**src/design/bmsi_pkg.sv**
```systemverilog
// Shared types, codes and constants of the bank mapper.
`default_nettype none

package bmsi_pkg;

    localparam int REGISTER_COUNT = 16;
    localparam int RegAw = $clog2(REGISTER_COUNT);

    typedef logic [3:0] reg_idx_t;

    typedef enum logic [1:0] {
        OP_WRITE = 2'd0,
        OP_CLOCK = 2'd1,
        OP_PRG   = 2'd2,
        OP_CHR   = 2'd3
    } op_t;

    localparam logic [15:0] DECODE_MASK   = 16'hE001;
    localparam logic [15:0] WR_SELECT     = 16'h8000;
    localparam logic [15:0] WR_BANK_DATA  = 16'h8001;
    localparam logic [15:0] WR_MIRROR     = 16'hA000;
    localparam logic [15:0] WR_RAM_CTL    = 16'hA001;
    localparam logic [15:0] WR_RELOAD_VAL = 16'hC000;
    localparam logic [15:0] WR_RELOAD_REQ = 16'hC001;
    localparam logic [15:0] WR_IRQ_ACK    = 16'hE000;
    localparam logic [15:0] WR_IRQ_EN     = 16'hE001;

    localparam logic [2:0] CFG_CHIP_VARIANT = 3'd0;
    localparam logic [2:0] CFG_INDEX_MASK   = 3'd1;
    localparam logic [2:0] CFG_PRG_AND      = 3'd2;
    localparam logic [2:0] CFG_PRG_OR       = 3'd3;
    localparam logic [2:0] CFG_CHR_AND      = 3'd4;
    localparam logic [2:0] CFG_CHR_OR       = 3'd5;

    localparam logic [7:0] PRG_FIXED_BANK = 8'hFE;
    localparam int         PRG_MODE_BIT   = 6;
    localparam int         CHR_MODE_BIT   = 7;
    localparam logic [3:0] PRG_REG_BASE   = 4'd6;

    typedef struct packed {
        logic       prg_mode;
        logic       chr_mode;
        logic [9:0] prg_and;
        logic [9:0] prg_or;
        logic [9:0] chr_and;
        logic [9:0] chr_or;
    } xcfg_t;

    typedef struct packed {
        logic irq;
        logic mirror;
        logic ram_rd;
        logic ram_wr;
    } flags_t;

    function automatic logic [7:0] bank_reset_value(input int unsigned i);
        logic [7:0] v;
        case (i)
            0:       v = 8'd0;
            1:       v = 8'd2;
            2:       v = 8'd4;
            3:       v = 8'd5;
            4:       v = 8'd6;
            5:       v = 8'd7;
            6:       v = 8'd0;
            7:       v = 8'd1;
            default: v = 8'd0;
        endcase
        return v;
    endfunction

endpackage

`default_nettype wire

```
**src/design/bmsi_state.sv**
```systemverilog
// Mapper state: configuration, bank registers, register write decode and scanline counter.
`default_nettype none

module bmsi_state
    import bmsi_pkg::*;
(
    input  wire logic       clk,
    input  wire logic       rst_n,
    input  wire logic       cfg_write_enable,
    input  wire logic [2:0] cfg_index,
    input  wire logic [9:0] cfg_data,
    input  wire logic       fire,
    input  wire op_t        op,
    input  wire logic [15:0] address,
    input  wire logic [7:0] write_data,
    input  wire reg_idx_t   rd_idx,
    output logic [7:0]      rd_data,
    output xcfg_t           xcfg,
    output flags_t          flags_next
);

    logic       variant_reg;
    logic [3:0] index_mask_reg;
    logic [9:0] prg_and_reg;
    logic [9:0] prg_or_reg;
    logic [9:0] chr_and_reg;
    logic [9:0] chr_or_reg;

    logic [7:0] bank_regs_reg [REGISTER_COUNT];
    logic [7:0] bank_select_reg, bank_select_next;
    logic       mirror_reg, mirror_next;
    logic [1:0] ram_ctl_reg, ram_ctl_next;
    logic [7:0] reload_reg, reload_next;
    logic       reload_req_reg, reload_req_next;
    logic       irq_en_reg, irq_en_next;
    logic [7:0] counter_reg, counter_next;
    logic       irq_reg, irq_next;

    logic       bank_we;
    reg_idx_t   bank_widx;
    logic [15:0] wr_code;

    assign wr_code   = address & DECODE_MASK;
    assign bank_widx = bank_select_reg[3:0] & index_mask_reg;

    always_comb
    begin
        bank_select_next = bank_select_reg;
        mirror_next      = mirror_reg;
        ram_ctl_next     = ram_ctl_reg;
        reload_next      = reload_reg;
        reload_req_next  = reload_req_reg;
        irq_en_next      = irq_en_reg;
        counter_next     = counter_reg;
        irq_next         = irq_reg;
        bank_we          = 1'b0;
        if (fire)
        begin
            case (op)
                OP_WRITE:
                begin
                    case (wr_code)
                        WR_SELECT:     bank_select_next = write_data;
                        WR_BANK_DATA:  bank_we = ({1'b0, bank_widx} < 5'(REGISTER_COUNT));
                        WR_MIRROR:     mirror_next = write_data[0];
                        WR_RAM_CTL:    ram_ctl_next = write_data[7:6];
                        WR_RELOAD_VAL: reload_next = write_data;
                        WR_RELOAD_REQ:
                        begin
                            reload_req_next = 1'b1;
                            counter_next    = 8'd0;
                        end
                        WR_IRQ_ACK:
                        begin
                            irq_next    = 1'b0;
                            irq_en_next = 1'b0;
                        end
                        WR_IRQ_EN:     irq_en_next = 1'b1;
                        default:       ;
                    endcase
                end
                OP_CLOCK:
                begin
                    if (reload_req_reg || counter_reg == 8'd0)
                    begin
                        counter_next = reload_reg;
                    end
                    else
                    begin
                        counter_next = counter_reg - 8'd1;
                    end
                    if ((counter_reg != 8'd0 || !variant_reg || reload_req_reg)
                        && counter_next == 8'd0 && irq_en_reg)
                    begin
                        irq_next = 1'b1;
                    end
                    reload_req_next = 1'b0;
                end
                default: ;
            endcase
        end
    end

    always_ff @(posedge clk or negedge rst_n)
    begin
        if (!rst_n)
        begin
            variant_reg    <= 1'b0;
            index_mask_reg <= 4'd7;
            prg_and_reg    <= 10'h3FF;
            prg_or_reg     <= 10'h000;
            chr_and_reg    <= 10'h3FF;
            chr_or_reg     <= 10'h000;
        end
        else if (cfg_write_enable)
        begin
            case (cfg_index)
                CFG_CHIP_VARIANT: variant_reg    <= cfg_data[0];
                CFG_INDEX_MASK:   index_mask_reg <= cfg_data[3:0];
                CFG_PRG_AND:      prg_and_reg    <= cfg_data;
                CFG_PRG_OR:       prg_or_reg     <= cfg_data;
                CFG_CHR_AND:      chr_and_reg    <= cfg_data;
                CFG_CHR_OR:       chr_or_reg     <= cfg_data;
                default:          ;
            endcase
        end
    end

    always_ff @(posedge clk or negedge rst_n)
    begin
        if (!rst_n)
        begin
            for (int i = 0; i < REGISTER_COUNT; i++)
            begin
                bank_regs_reg[i] <= bank_reset_value(i);
            end
            bank_select_reg <= 8'd0;
            mirror_reg      <= 1'b0;
            ram_ctl_reg     <= 2'd0;
            reload_reg      <= 8'd0;
            reload_req_reg  <= 1'b0;
            irq_en_reg      <= 1'b0;
            counter_reg     <= 8'd0;
            irq_reg         <= 1'b0;
        end
        else
        begin
            if (bank_we)
            begin
                bank_regs_reg[bank_widx[RegAw-1:0]] <= write_data;
            end
            bank_select_reg <= bank_select_next;
            mirror_reg      <= mirror_next;
            ram_ctl_reg     <= ram_ctl_next;
            reload_reg      <= reload_next;
            reload_req_reg  <= reload_req_next;
            irq_en_reg      <= irq_en_next;
            counter_reg     <= counter_next;
            irq_reg         <= irq_next;
        end
    end

    assign rd_data = ({1'b0, rd_idx} < 5'(REGISTER_COUNT))
                   ? bank_regs_reg[rd_idx[RegAw-1:0]] : 8'd0;

    assign xcfg.prg_mode = bank_select_reg[PRG_MODE_BIT];
    assign xcfg.chr_mode = bank_select_reg[CHR_MODE_BIT];
    assign xcfg.prg_and  = prg_and_reg;
    assign xcfg.prg_or   = prg_or_reg;
    assign xcfg.chr_and  = chr_and_reg;
    assign xcfg.chr_or   = chr_or_reg;

    assign flags_next.irq    = irq_next;
    assign flags_next.mirror = mirror_next;
    assign flags_next.ram_rd = ram_ctl_next[1];
    assign flags_next.ram_wr = ram_ctl_next[1] & ~ram_ctl_next[0];

endmodule

`default_nettype wire

```
**src/design/bmsi_xlate.sv**
```systemverilog
// Program and graphics address translation through the bank registers and board masks.
`default_nettype none

module bmsi_xlate
    import bmsi_pkg::*;
(
    input  wire op_t         op,
    input  wire logic [15:0] address,
    input  wire xcfg_t       xcfg,
    input  wire logic [7:0]  rd_data,
    output reg_idx_t         rd_idx,
    output logic [9:0]       bank
);

    logic [1:0] prg_slot;
    logic [2:0] chr_slot;
    logic [2:0] chr_hi_idx;
    logic [7:0] raw;

    always_comb
    begin
        prg_slot = address[14:13];
        if (xcfg.prg_mode && !prg_slot[0])
        begin
            prg_slot[1] = ~prg_slot[1];
        end
        chr_slot = address[12:10];
        if (xcfg.chr_mode)
        begin
            chr_slot[2] = ~chr_slot[2];
        end
        chr_hi_idx = chr_slot - 3'd2;

        if (op == OP_PRG)
        begin
            rd_idx = PRG_REG_BASE | {3'b000, prg_slot[0]};
        end
        else if (chr_slot[2])
        begin
            rd_idx = {1'b0, chr_hi_idx};
        end
        else
        begin
            rd_idx = {3'b000, chr_slot[1]};
        end

        raw  = 8'd0;
        bank = 10'd0;
        case (op)
            OP_PRG:
            begin
                raw  = prg_slot[1] ? (PRG_FIXED_BANK | {7'd0, prg_slot[0]}) : rd_data;
                bank = ({2'b00, raw} & xcfg.prg_and) | xcfg.prg_or;
            end
            OP_CHR:
            begin
                raw  = chr_slot[2] ? rd_data : {rd_data[7:1], chr_slot[0]};
                bank = ({2'b00, raw} & xcfg.chr_and) | xcfg.chr_or;
            end
            default: ;
        endcase
    end

endmodule

`default_nettype wire

```
**src/design/bank_mapper_scanline_irq.sv**
```systemverilog
// Top level of the bank mapper with scanline interrupt counter.
//
// Each input word is one operation: a CPU register write, a scanline clock, a program
// address translation or a graphics address translation. A word sits in the input
// register, where its decode, state update and translation are done, and is then held
// in the result register until taken. One word is taken every clock while results
// drain; the update of the mapper state sets that rate. Every result carries the
// translated bank (zero for writes and clocks) and the interrupt, mirroring and work
// RAM flags as they stand after the operation. Configuration writes land at once; the
// user must make them while no word is in flight, as the block does not enforce it.
`default_nettype none

module bank_mapper_scanline_irq
    import bmsi_pkg::*;
(
    input  wire logic        clk,
    input  wire logic        rst_n,

    input  wire logic        cfg_write_enable,
    input  wire logic [2:0]  cfg_index,
    input  wire logic [9:0]  cfg_data,

    input  wire logic        in_valid,
    output logic             in_stall,
    input  wire logic [1:0]  operation,
    input  wire logic [15:0] address,
    input  wire logic [7:0]  write_data,

    output logic             out_valid,
    input  wire logic        out_stall,
    output logic [9:0]       bank_number,
    output logic             irq_pending,
    output logic             mirror_horizontal,
    output logic             ram_read_enable,
    output logic             ram_write_enable
);

    logic        s1_valid_reg;
    op_t         s1_op_reg;
    logic [15:0] s1_addr_reg;
    logic [7:0]  s1_data_reg;

    logic        out_valid_reg;
    logic [9:0]  bank_reg;
    flags_t      flags_reg;

    logic        advance;
    logic        accept;
    logic        fire;

    reg_idx_t    rd_idx;
    logic [7:0]  rd_data;
    xcfg_t       xcfg;
    flags_t      flags_next;
    logic [9:0]  bank_calc;

    assign advance  = !out_valid_reg || !out_stall;
    assign in_stall = s1_valid_reg && !advance;
    assign accept   = in_valid && !in_stall;
    assign fire     = s1_valid_reg && advance;

    bmsi_state u_state (
        .clk              (clk),
        .rst_n            (rst_n),
        .cfg_write_enable (cfg_write_enable),
        .cfg_index        (cfg_index),
        .cfg_data         (cfg_data),
        .fire             (fire),
        .op               (s1_op_reg),
        .address          (s1_addr_reg),
        .write_data       (s1_data_reg),
        .rd_idx           (rd_idx),
        .rd_data          (rd_data),
        .xcfg             (xcfg),
        .flags_next       (flags_next)
    );

    bmsi_xlate u_xlate (
        .op      (s1_op_reg),
        .address (s1_addr_reg),
        .xcfg    (xcfg),
        .rd_data (rd_data),
        .rd_idx  (rd_idx),
        .bank    (bank_calc)
    );

    always_ff @(posedge clk or negedge rst_n)
    begin
        if (!rst_n)
        begin
            s1_valid_reg  <= 1'b0;
            out_valid_reg <= 1'b0;
        end
        else
        begin
            if (accept)
            begin
                s1_valid_reg <= 1'b1;
            end
            else if (fire)
            begin
                s1_valid_reg <= 1'b0;
            end
            if (fire)
            begin
                out_valid_reg <= 1'b1;
            end
            else if (!out_stall)
            begin
                out_valid_reg <= 1'b0;
            end
        end
    end

    // hold payloads until the next word moves in
    always_ff @(posedge clk)
    begin
        if (accept)
        begin
            s1_op_reg   <= op_t'(operation);
            s1_addr_reg <= address;
            s1_data_reg <= write_data;
        end
        if (fire)
        begin
            bank_reg  <= bank_calc;
            flags_reg <= flags_next;
        end
    end

    assign out_valid         = out_valid_reg;
    assign bank_number       = bank_reg;
    assign irq_pending       = flags_reg.irq;
    assign mirror_horizontal = flags_reg.mirror;
    assign ram_read_enable   = flags_reg.ram_rd;
    assign ram_write_enable  = flags_reg.ram_wr;

endmodule

`default_nettype wire

```
**config.mk**
```make
export PLATFORM = sky130hd
export DESIGN_NAME = bank_mapper_scanline_irq
export DESIGN_NICKNAME = d
export VERILOG_FILES = /design/src/design/bmsi_pkg.sv /design/src/design/bmsi_state.sv /design/src/design/bmsi_xlate.sv /design/src/design/bank_mapper_scanline_irq.sv
export SDC_FILE = /design/constraint.sdc
export NUM_CORES = 1
export LEC_CHECK = 0
export ABC_AREA = 1
export BUFFER_PORTS_ARGS = -buffer_cell sky130_fd_sc_hd__buf_4
export CORE_ASPECT_RATIO = 0.9
export CORE_MARGIN = 2
export CORE_UTILIZATION = 50
export CTS_CLUSTER_SIZE = 25
export DETAILED_ROUTE_END_ITERATION = 6
export PLACE_DENSITY = 0.68
export SYNTH_ARGS = -nofsm -noshare
export SYNTH_HDL_FRONTEND = slang
export SYNTH_HIERARCHICAL = 1
export SYNTH_SLANG_ARGS = --single-unit
export TNS_END_PERCENT = 5
```
**constraint.sdc**
```tcl
create_clock -name clk -period 3 [get_ports clk]
set_clock_uncertainty 0.1 [all_clocks]
set_input_delay 0.9 -clock clk [delete_from_list [all_inputs] [get_ports clk]]
set_output_delay 0.9 -clock clk [all_outputs]
set_load 0.01 [all_outputs]
```
=== After elaboration in Yosys (flattened, before gate mapping) ===
Cells that the tools add are included.

* Register bits after elaboration: 245
* Output and inout bits: 16
* Logic and storage cells: 147

* Add/sub/neg operators: 2
* Order comparisons: 3
* Eq/ne operators: 18
* Mux-type cells: 38
* Bitwise logic cells: 11
* Reductions and logical operators: 35

{| class="wikitable"
|+ Operator list
! kind !! count
|-
| bitwise mux 128 bit || 1
|-
| 2-to-1 mux 8 bit || 8
|-
| binary-select mux 8 bit (select 4 bit) || 1
|-
| demux 8 bit (select 4 bit) || 1
|-
| equality test 4 bit, second input constant || 8
|-
| bitwise AND 8 x 10 -> 10 bit || 2
|-
| bitwise OR 10 bit || 2
|-
| one-hot mux 10 bit (2 select lines) || 1
|-
| 2-to-1 mux 1 bit || 17
|-
| zero test 8 bit || 2
|-
| one-hot mux 8 bit (2 select lines) || 1
|-
| AND reduction 2 bit || 6
|-
| AND reduction 3 bit || 4
|-
| >= comparator 5 bit, second input constant || 2
|-
| inverter 4 -> 5 bit || 2
|-
| nonzero test 8 bit || 1
|-
| subtractor 8 x 1 -> 8 bit, second input constant || 1
|-
| logical AND 1 bit || 7
|-
| equality test 3 x 2 -> 1 bit, second input constant || 2
|-
| equality test 3 bit, second input constant || 2
|-
| zero test 1 bit || 6
|-
| 2-to-1 mux 2 bit || 3
|-
| one-hot mux 1 bit (2 select lines) || 3
|-
| nonzero test 2 bit || 3
|-
| 15 further kinds || 21
|}

=== Depth between registers and ports, before layout ===
* Depth in word-level cells: 13
* Mapped depth: 19

=== Cells and area by module ===
The synthesis kept the hierarchy.

{| class="wikitable"
|+ By module, submodules not included
! module !! times used !! cells an instance !! area each (um2)
|-
| bmsi_state || 1 || 1,002 || 9,066.2
|-
| bank_mapper_scanline_irq || 1 || 52 || 1,296.2
|-
| bmsi_xlate || 1 || 96 || 430.4
|}

=== Worst setup path before layout ===
OpenSTA, ideal clock, no wires.

* Kind: input to register
* From: input out_stall
* To: register u_state/bank_regs_reg[127] in the netlist's numbering
* Library setup time: 128 ps
* Data arrival time: 2,945 ps
* Slack: -173 ps
* Stages on the path: 9
* Path through: a21oi_1 nand2_1 nor2_4 nand3_4 nor3_4 nand3_2 buf_4 nand2_1 o21ai_2

* Word-level cells in the longest chain between the ends: 4

{| class="wikitable"
|+ RTL lines
! what !! line !! RTL
|-
| from (decl) || bank_mapper_scanline_irq.sv:30 || <nowiki>input wire logic out_stall,</nowiki>
|-
| zero test 1 bit || - ||
|-
| logical OR 1 bit || bank_mapper_scanline_irq.sv:57 || <nowiki>assign advance = !out_valid_reg || !out_stall;</nowiki>
|-
| logical AND 1 bit || bank_mapper_scanline_irq.sv:60 || <nowiki>assign fire = s1_valid_reg && advance;</nowiki>
|-
| 2-to-1 mux 1 bit || bmsi_state.sv:57 || <nowiki>if (fire)</nowiki>
|-
| to (signal, indexed assignment) || bmsi_state.sv:135 || <nowiki>bank_regs_reg[i] <= bank_reset_value(i);</nowiki>
|-
| to (signal, indexed assignment) || bmsi_state.sv:150 || <nowiki>bank_regs_reg[bank_widx[RegAw-1:0]] <= write_data;</nowiki>
|-
| to (decl) || bmsi_state.sv:29 || <nowiki>logic [7:0] bank_regs_reg [REGISTER_COUNT];</nowiki>
|}

No other way between the ends.
A chain may end at the register's enable or synchronous reset.

=== Worst setup path after layout ===
* From: register s1_op_reg[1]
* To: register bank_reg[7], in the netlist bank_number[7], data pin

* Word-level cells in the longest chain between the ends: 10

{| class="wikitable"
|+ RTL lines
! what !! line !! RTL
|-
| from (decl) || bank_mapper_scanline_irq.sv:39 || <nowiki>op_t s1_op_reg;</nowiki>
|-
| from (signal assigned) || bank_mapper_scanline_irq.sv:120 || <nowiki>s1_op_reg <= op_t'(operation);</nowiki>
|-
| equality test 2 bit (*) || bmsi_xlate.sv:34 || <nowiki>if (op == OP_PRG)</nowiki>
|-
| 2-to-1 mux 4 bit (*) || bmsi_xlate.sv:34 ||
|-
| net rd_idx[1] || bank_mapper_scanline_irq.sv:51 || <nowiki>reg_idx_t rd_idx;</nowiki>
|-
| inverter 4 -> 5 bit (implied by the code) (*) || bmsi_state.sv:164 || <nowiki>? bank_regs_reg[rd_idx[RegAw-1:0]] : 8'd0;</nowiki>
|-
| binary-select mux 8 bit (select 4 bit) (*) || bmsi_state.sv:164 ||
|-
| 2-to-1 mux 8 bit (implied by the code) (*) (2 in series) || bmsi_state.sv:164 ||
|-
| net rd_data[7] || bank_mapper_scanline_irq.sv:52 || <nowiki>logic [7:0] rd_data;</nowiki>
|-
| 2-to-1 mux 8 bit || bmsi_xlate.sv:52 || <nowiki>raw = prg_slot[1] ? (PRG_FIXED_BANK | {7'd0, prg_slot[0]}) : rd_data;</nowiki>
|-
| bitwise AND 8 x 10 -> 10 bit || bmsi_xlate.sv:53 || <nowiki>bank = ({2'b00, raw} & xcfg.prg_and) | xcfg.prg_or;</nowiki>
|-
| bitwise OR 10 bit || bmsi_xlate.sv:53 ||
|-
| one-hot mux 10 bit (2 select lines) (*) || bmsi_xlate.sv:49 || <nowiki>case (op)</nowiki>
|-
| net bank_calc[7] || bank_mapper_scanline_irq.sv:55 || <nowiki>logic [9:0] bank_calc;</nowiki>
|-
| to (signal assigned) || bank_mapper_scanline_irq.sv:126 || <nowiki>bank_reg <= bank_calc;</nowiki>
|-
| to (decl) || bank_mapper_scanline_irq.sv:44 || <nowiki>logic [9:0] bank_reg;</nowiki>
|}

Mark *: on every way through the listed nets, which the timed path passes. The rest lies on a longest branch. The select of a mux whose other input is x is not followed.

==> qor.csv <==
stage,metric,value,unit
floorplanning,DIE HEIGHT,141,um
placed_design,port bufs,50,
placed_design,Placer Congestion,0.910,
worst_setup_path,startpoint type of the worst setup path,flop,
worst_setup_path,crit path kind,flop to flop,
clock_network,clock buffer depth,3,
power,P_int,5.86,mW
timing,final setup fails,0,
power,clock network power share,39.2,%
layout,most frequent cells in the layout,"280 x nand2_1, 181 x o21ai_0, 170 x dfrtp_1, 100 x inv_1, 65 x buf_4",
layout,Storage cell area,5950,sq um
worst_setup_path,CP endpoint kind,flop,
synthesis,"Cell Area, Synth",10400,sq um
grt,total track usage,22.0,%
power,Power Total,8.04,mW
layout,Final Non-Filler Cells,1436,
layout,Final Cell Area,11800,sq um
clock_network,Worst-Skew Late Latency,520,ps
grt,GRT overflow,0,
clock_network,root buffer cell,clkbuf_16,
clock_network,clock-pin transition on the worst setup and hold timing paths,60,ps
layout,number of flip-flops under the largest register name,128,
timing,setup TNS,0,ps
clock_network,CTS tree,built,
worst_setup_path,"setup slack, reg-to-reg",300,ps
clock_network,hold_buf cts,0,
worst_setup_path,worst r2r dst,bank_number[7],
worst_setup_path,Max stage delay on crit path,450,ps
power,switching part of the total power,27.1,%
clock_network,Sink Count,230,
worst_setup_path,critical path's most frequent cell,nand2_1,
detailed_routing,final WL,23500,um
power,Seq pwr share,44.9,%
layout,Finished Core Util,58.7,%
status,outcome,completed,
power,leakage,5.39,nW
synthesis,synth warn,6,
power,Max IR drop VDD,0.327,mV
run,total of max-cap violations,0,
worst_setup_path,CP Max Fanout,23,
timing,unrepaired setup endpoints after global routing,no,
layout,fraction of layout cells with a size suffix above 1,15.8,%
layout,fillcell total,1754,
power,power per cell area,679,nW/um^2
floorplanning,die span in x,156,um
grt,vias in the first global route,7330,
placed_design,hpwl dp,15200,um
detailed_routing,drt wl/cell,16.4,um
synthesis,Avg Inst Size Synth,9.20,sq um
floorplanning,row cnt,49,
detailed_routing,Vias,7722,
synthesis,post-synthesis cell count,1129,
grt,Top Usage Layer GRT,met2,
grt,largest net degree at the start of global routing,70,
layout,area of the multi-input gates,3750,sq um
timing,Max Slew Vio Count,0,
grt,met1 Use GR,33.3,%
floorplanning,Initial Util,51.5,%
timing,relative slew slack,46.8,%
worst_hold_path,hold crit path type,input port to async pin,
grt,first-pass GRT wire length,38900,um
timing,fin crit period,2700,ps
detailed_routing,DRT Pass-1 Iters,5,
placed_design,placed inst area,11000,sq um
power,P_sw,2.18,mW
worst_setup_path,CP required,3170,ps
detailed_routing,vias per cell,5.38,
power,Comb pwr share,16.0,%
layout,fin nets,1208,
worst_setup_path,crit path DAT,2870,ps
worst_setup_path,CP cell instances,inv_1 > nor2_1 > inv_1 > o21ai_2 > buf_4 > inv_1 > buf_4 > o21ai_0 > o211ai_1 > nand2_1 > o21ai_0 > nand2_1 > nand2_1 > nand2_1,
floorplanning,core area,20200,sq um
clock_network,TritonCTS buffer count,25,
synthesis,Mapped Nets,1174,
floorplanning,die area,21900,sq um
placed_design,Cells after DPL,1391,
layout,Layout area overhead,14.1,%
timing,Tcrit/Tclk final,90.1,%
timing,Hold Fails Final Rpt,0,
grt,met3 usage,3.44,%
timing,fmax,0.370,GHz
worst_setup_path,worst reg2reg startpoint,s1_op_reg[1],
timing,Worst-Margin Slew,797,ps
layout,diode count,0,
floorplanning,Ports,60,
clock_network,H-tree levels,1,
grt,met2 usage,33.6,%
detailed_routing,DRC violations left,0,
clock_network,cts repair resizes,0,
clock_network,postcts setup bufs,0,
detailed_routing,Post-DRT Antenna Nets,0,
worst_setup_path,R2R cell count,14,
layout,"commonest non-fill, non-tap cell in the layout",nand2_1,
grt,antenna violations before repair,0,
detailed_routing,DRT iter0 DRCs,547,
worst_setup_path,"Slowest-stage cell, CP",edfxtp_1,
## power groups by stage
stage / Clock [mW] / Combinational [mW] / Sequential [mW]
floorplan: 0 / 0.883 / 3.63
global placement: 0 / 1.24 / 3.66
detailed placement: 0 / 1.27 / 3.66
CTS: 3.22 / 1.27 / 3.61
global route: 3.35 / 1.47 / 3.64
finish: 3.15 / 1.28 / 3.61
## layer usage
layer,routed length [um],share of wire [%],vias to the layer above
met2,10500,45,196
met3,1350,5.8,32
met5,0,0,-
met1,11100,47,3657
li1,-,-,3837
met4,486,2.1,0
## worst max-delay path by stage
stage                    startpoint                          to  slack [ps]
floorplan                 out_stall  u_state/bank_regs_reg[127]         170
global placement          out_stall  u_state/bank_regs_reg[123]         210
detailed placement        out_stall  u_state/bank_regs_reg[124]         170
CTS                    s1_op_reg[1]              bank_number[5]         300
global route        s1_addr_reg[12]              bank_number[5]          40
finish                 s1_op_reg[1]              bank_number[7]         300
## metrics by stage
step / setup slack (ps) / hold slack [ps]
4_1_cts: 299 / 253
2_1_floorplan: 170 / 348
6_report: 297 / 246
3_3_place_gp: 214 / 360
3_5_place_dp: 175 / 363
5_1_grt: 37.0 / 264
## critical path, delay by kind of cell (launching register included)
family	cells	cell delay, ps
AND/OR/NAND/NOR	5	380
AO/OA/AOI/OAI	4	680
buffers and inverters	5	830
flip-flops	1	450
## area by class of cell
| type | instances | share of cell area (%) |
|---|---|---|
| well taps | 255 | 2.69 |
| multi-input cells | 728 | 31.7 |
| clock inverters | 6 | 0.676 |
| clock buffers | 39 | 6.58 |
| repair buffers | 69 | 4.74 |
| inverters | 109 | 3.45 |
| flip-flops and latches | 230 | 50.2 |
Note: power is estimated with default switching activity, not from simulation.
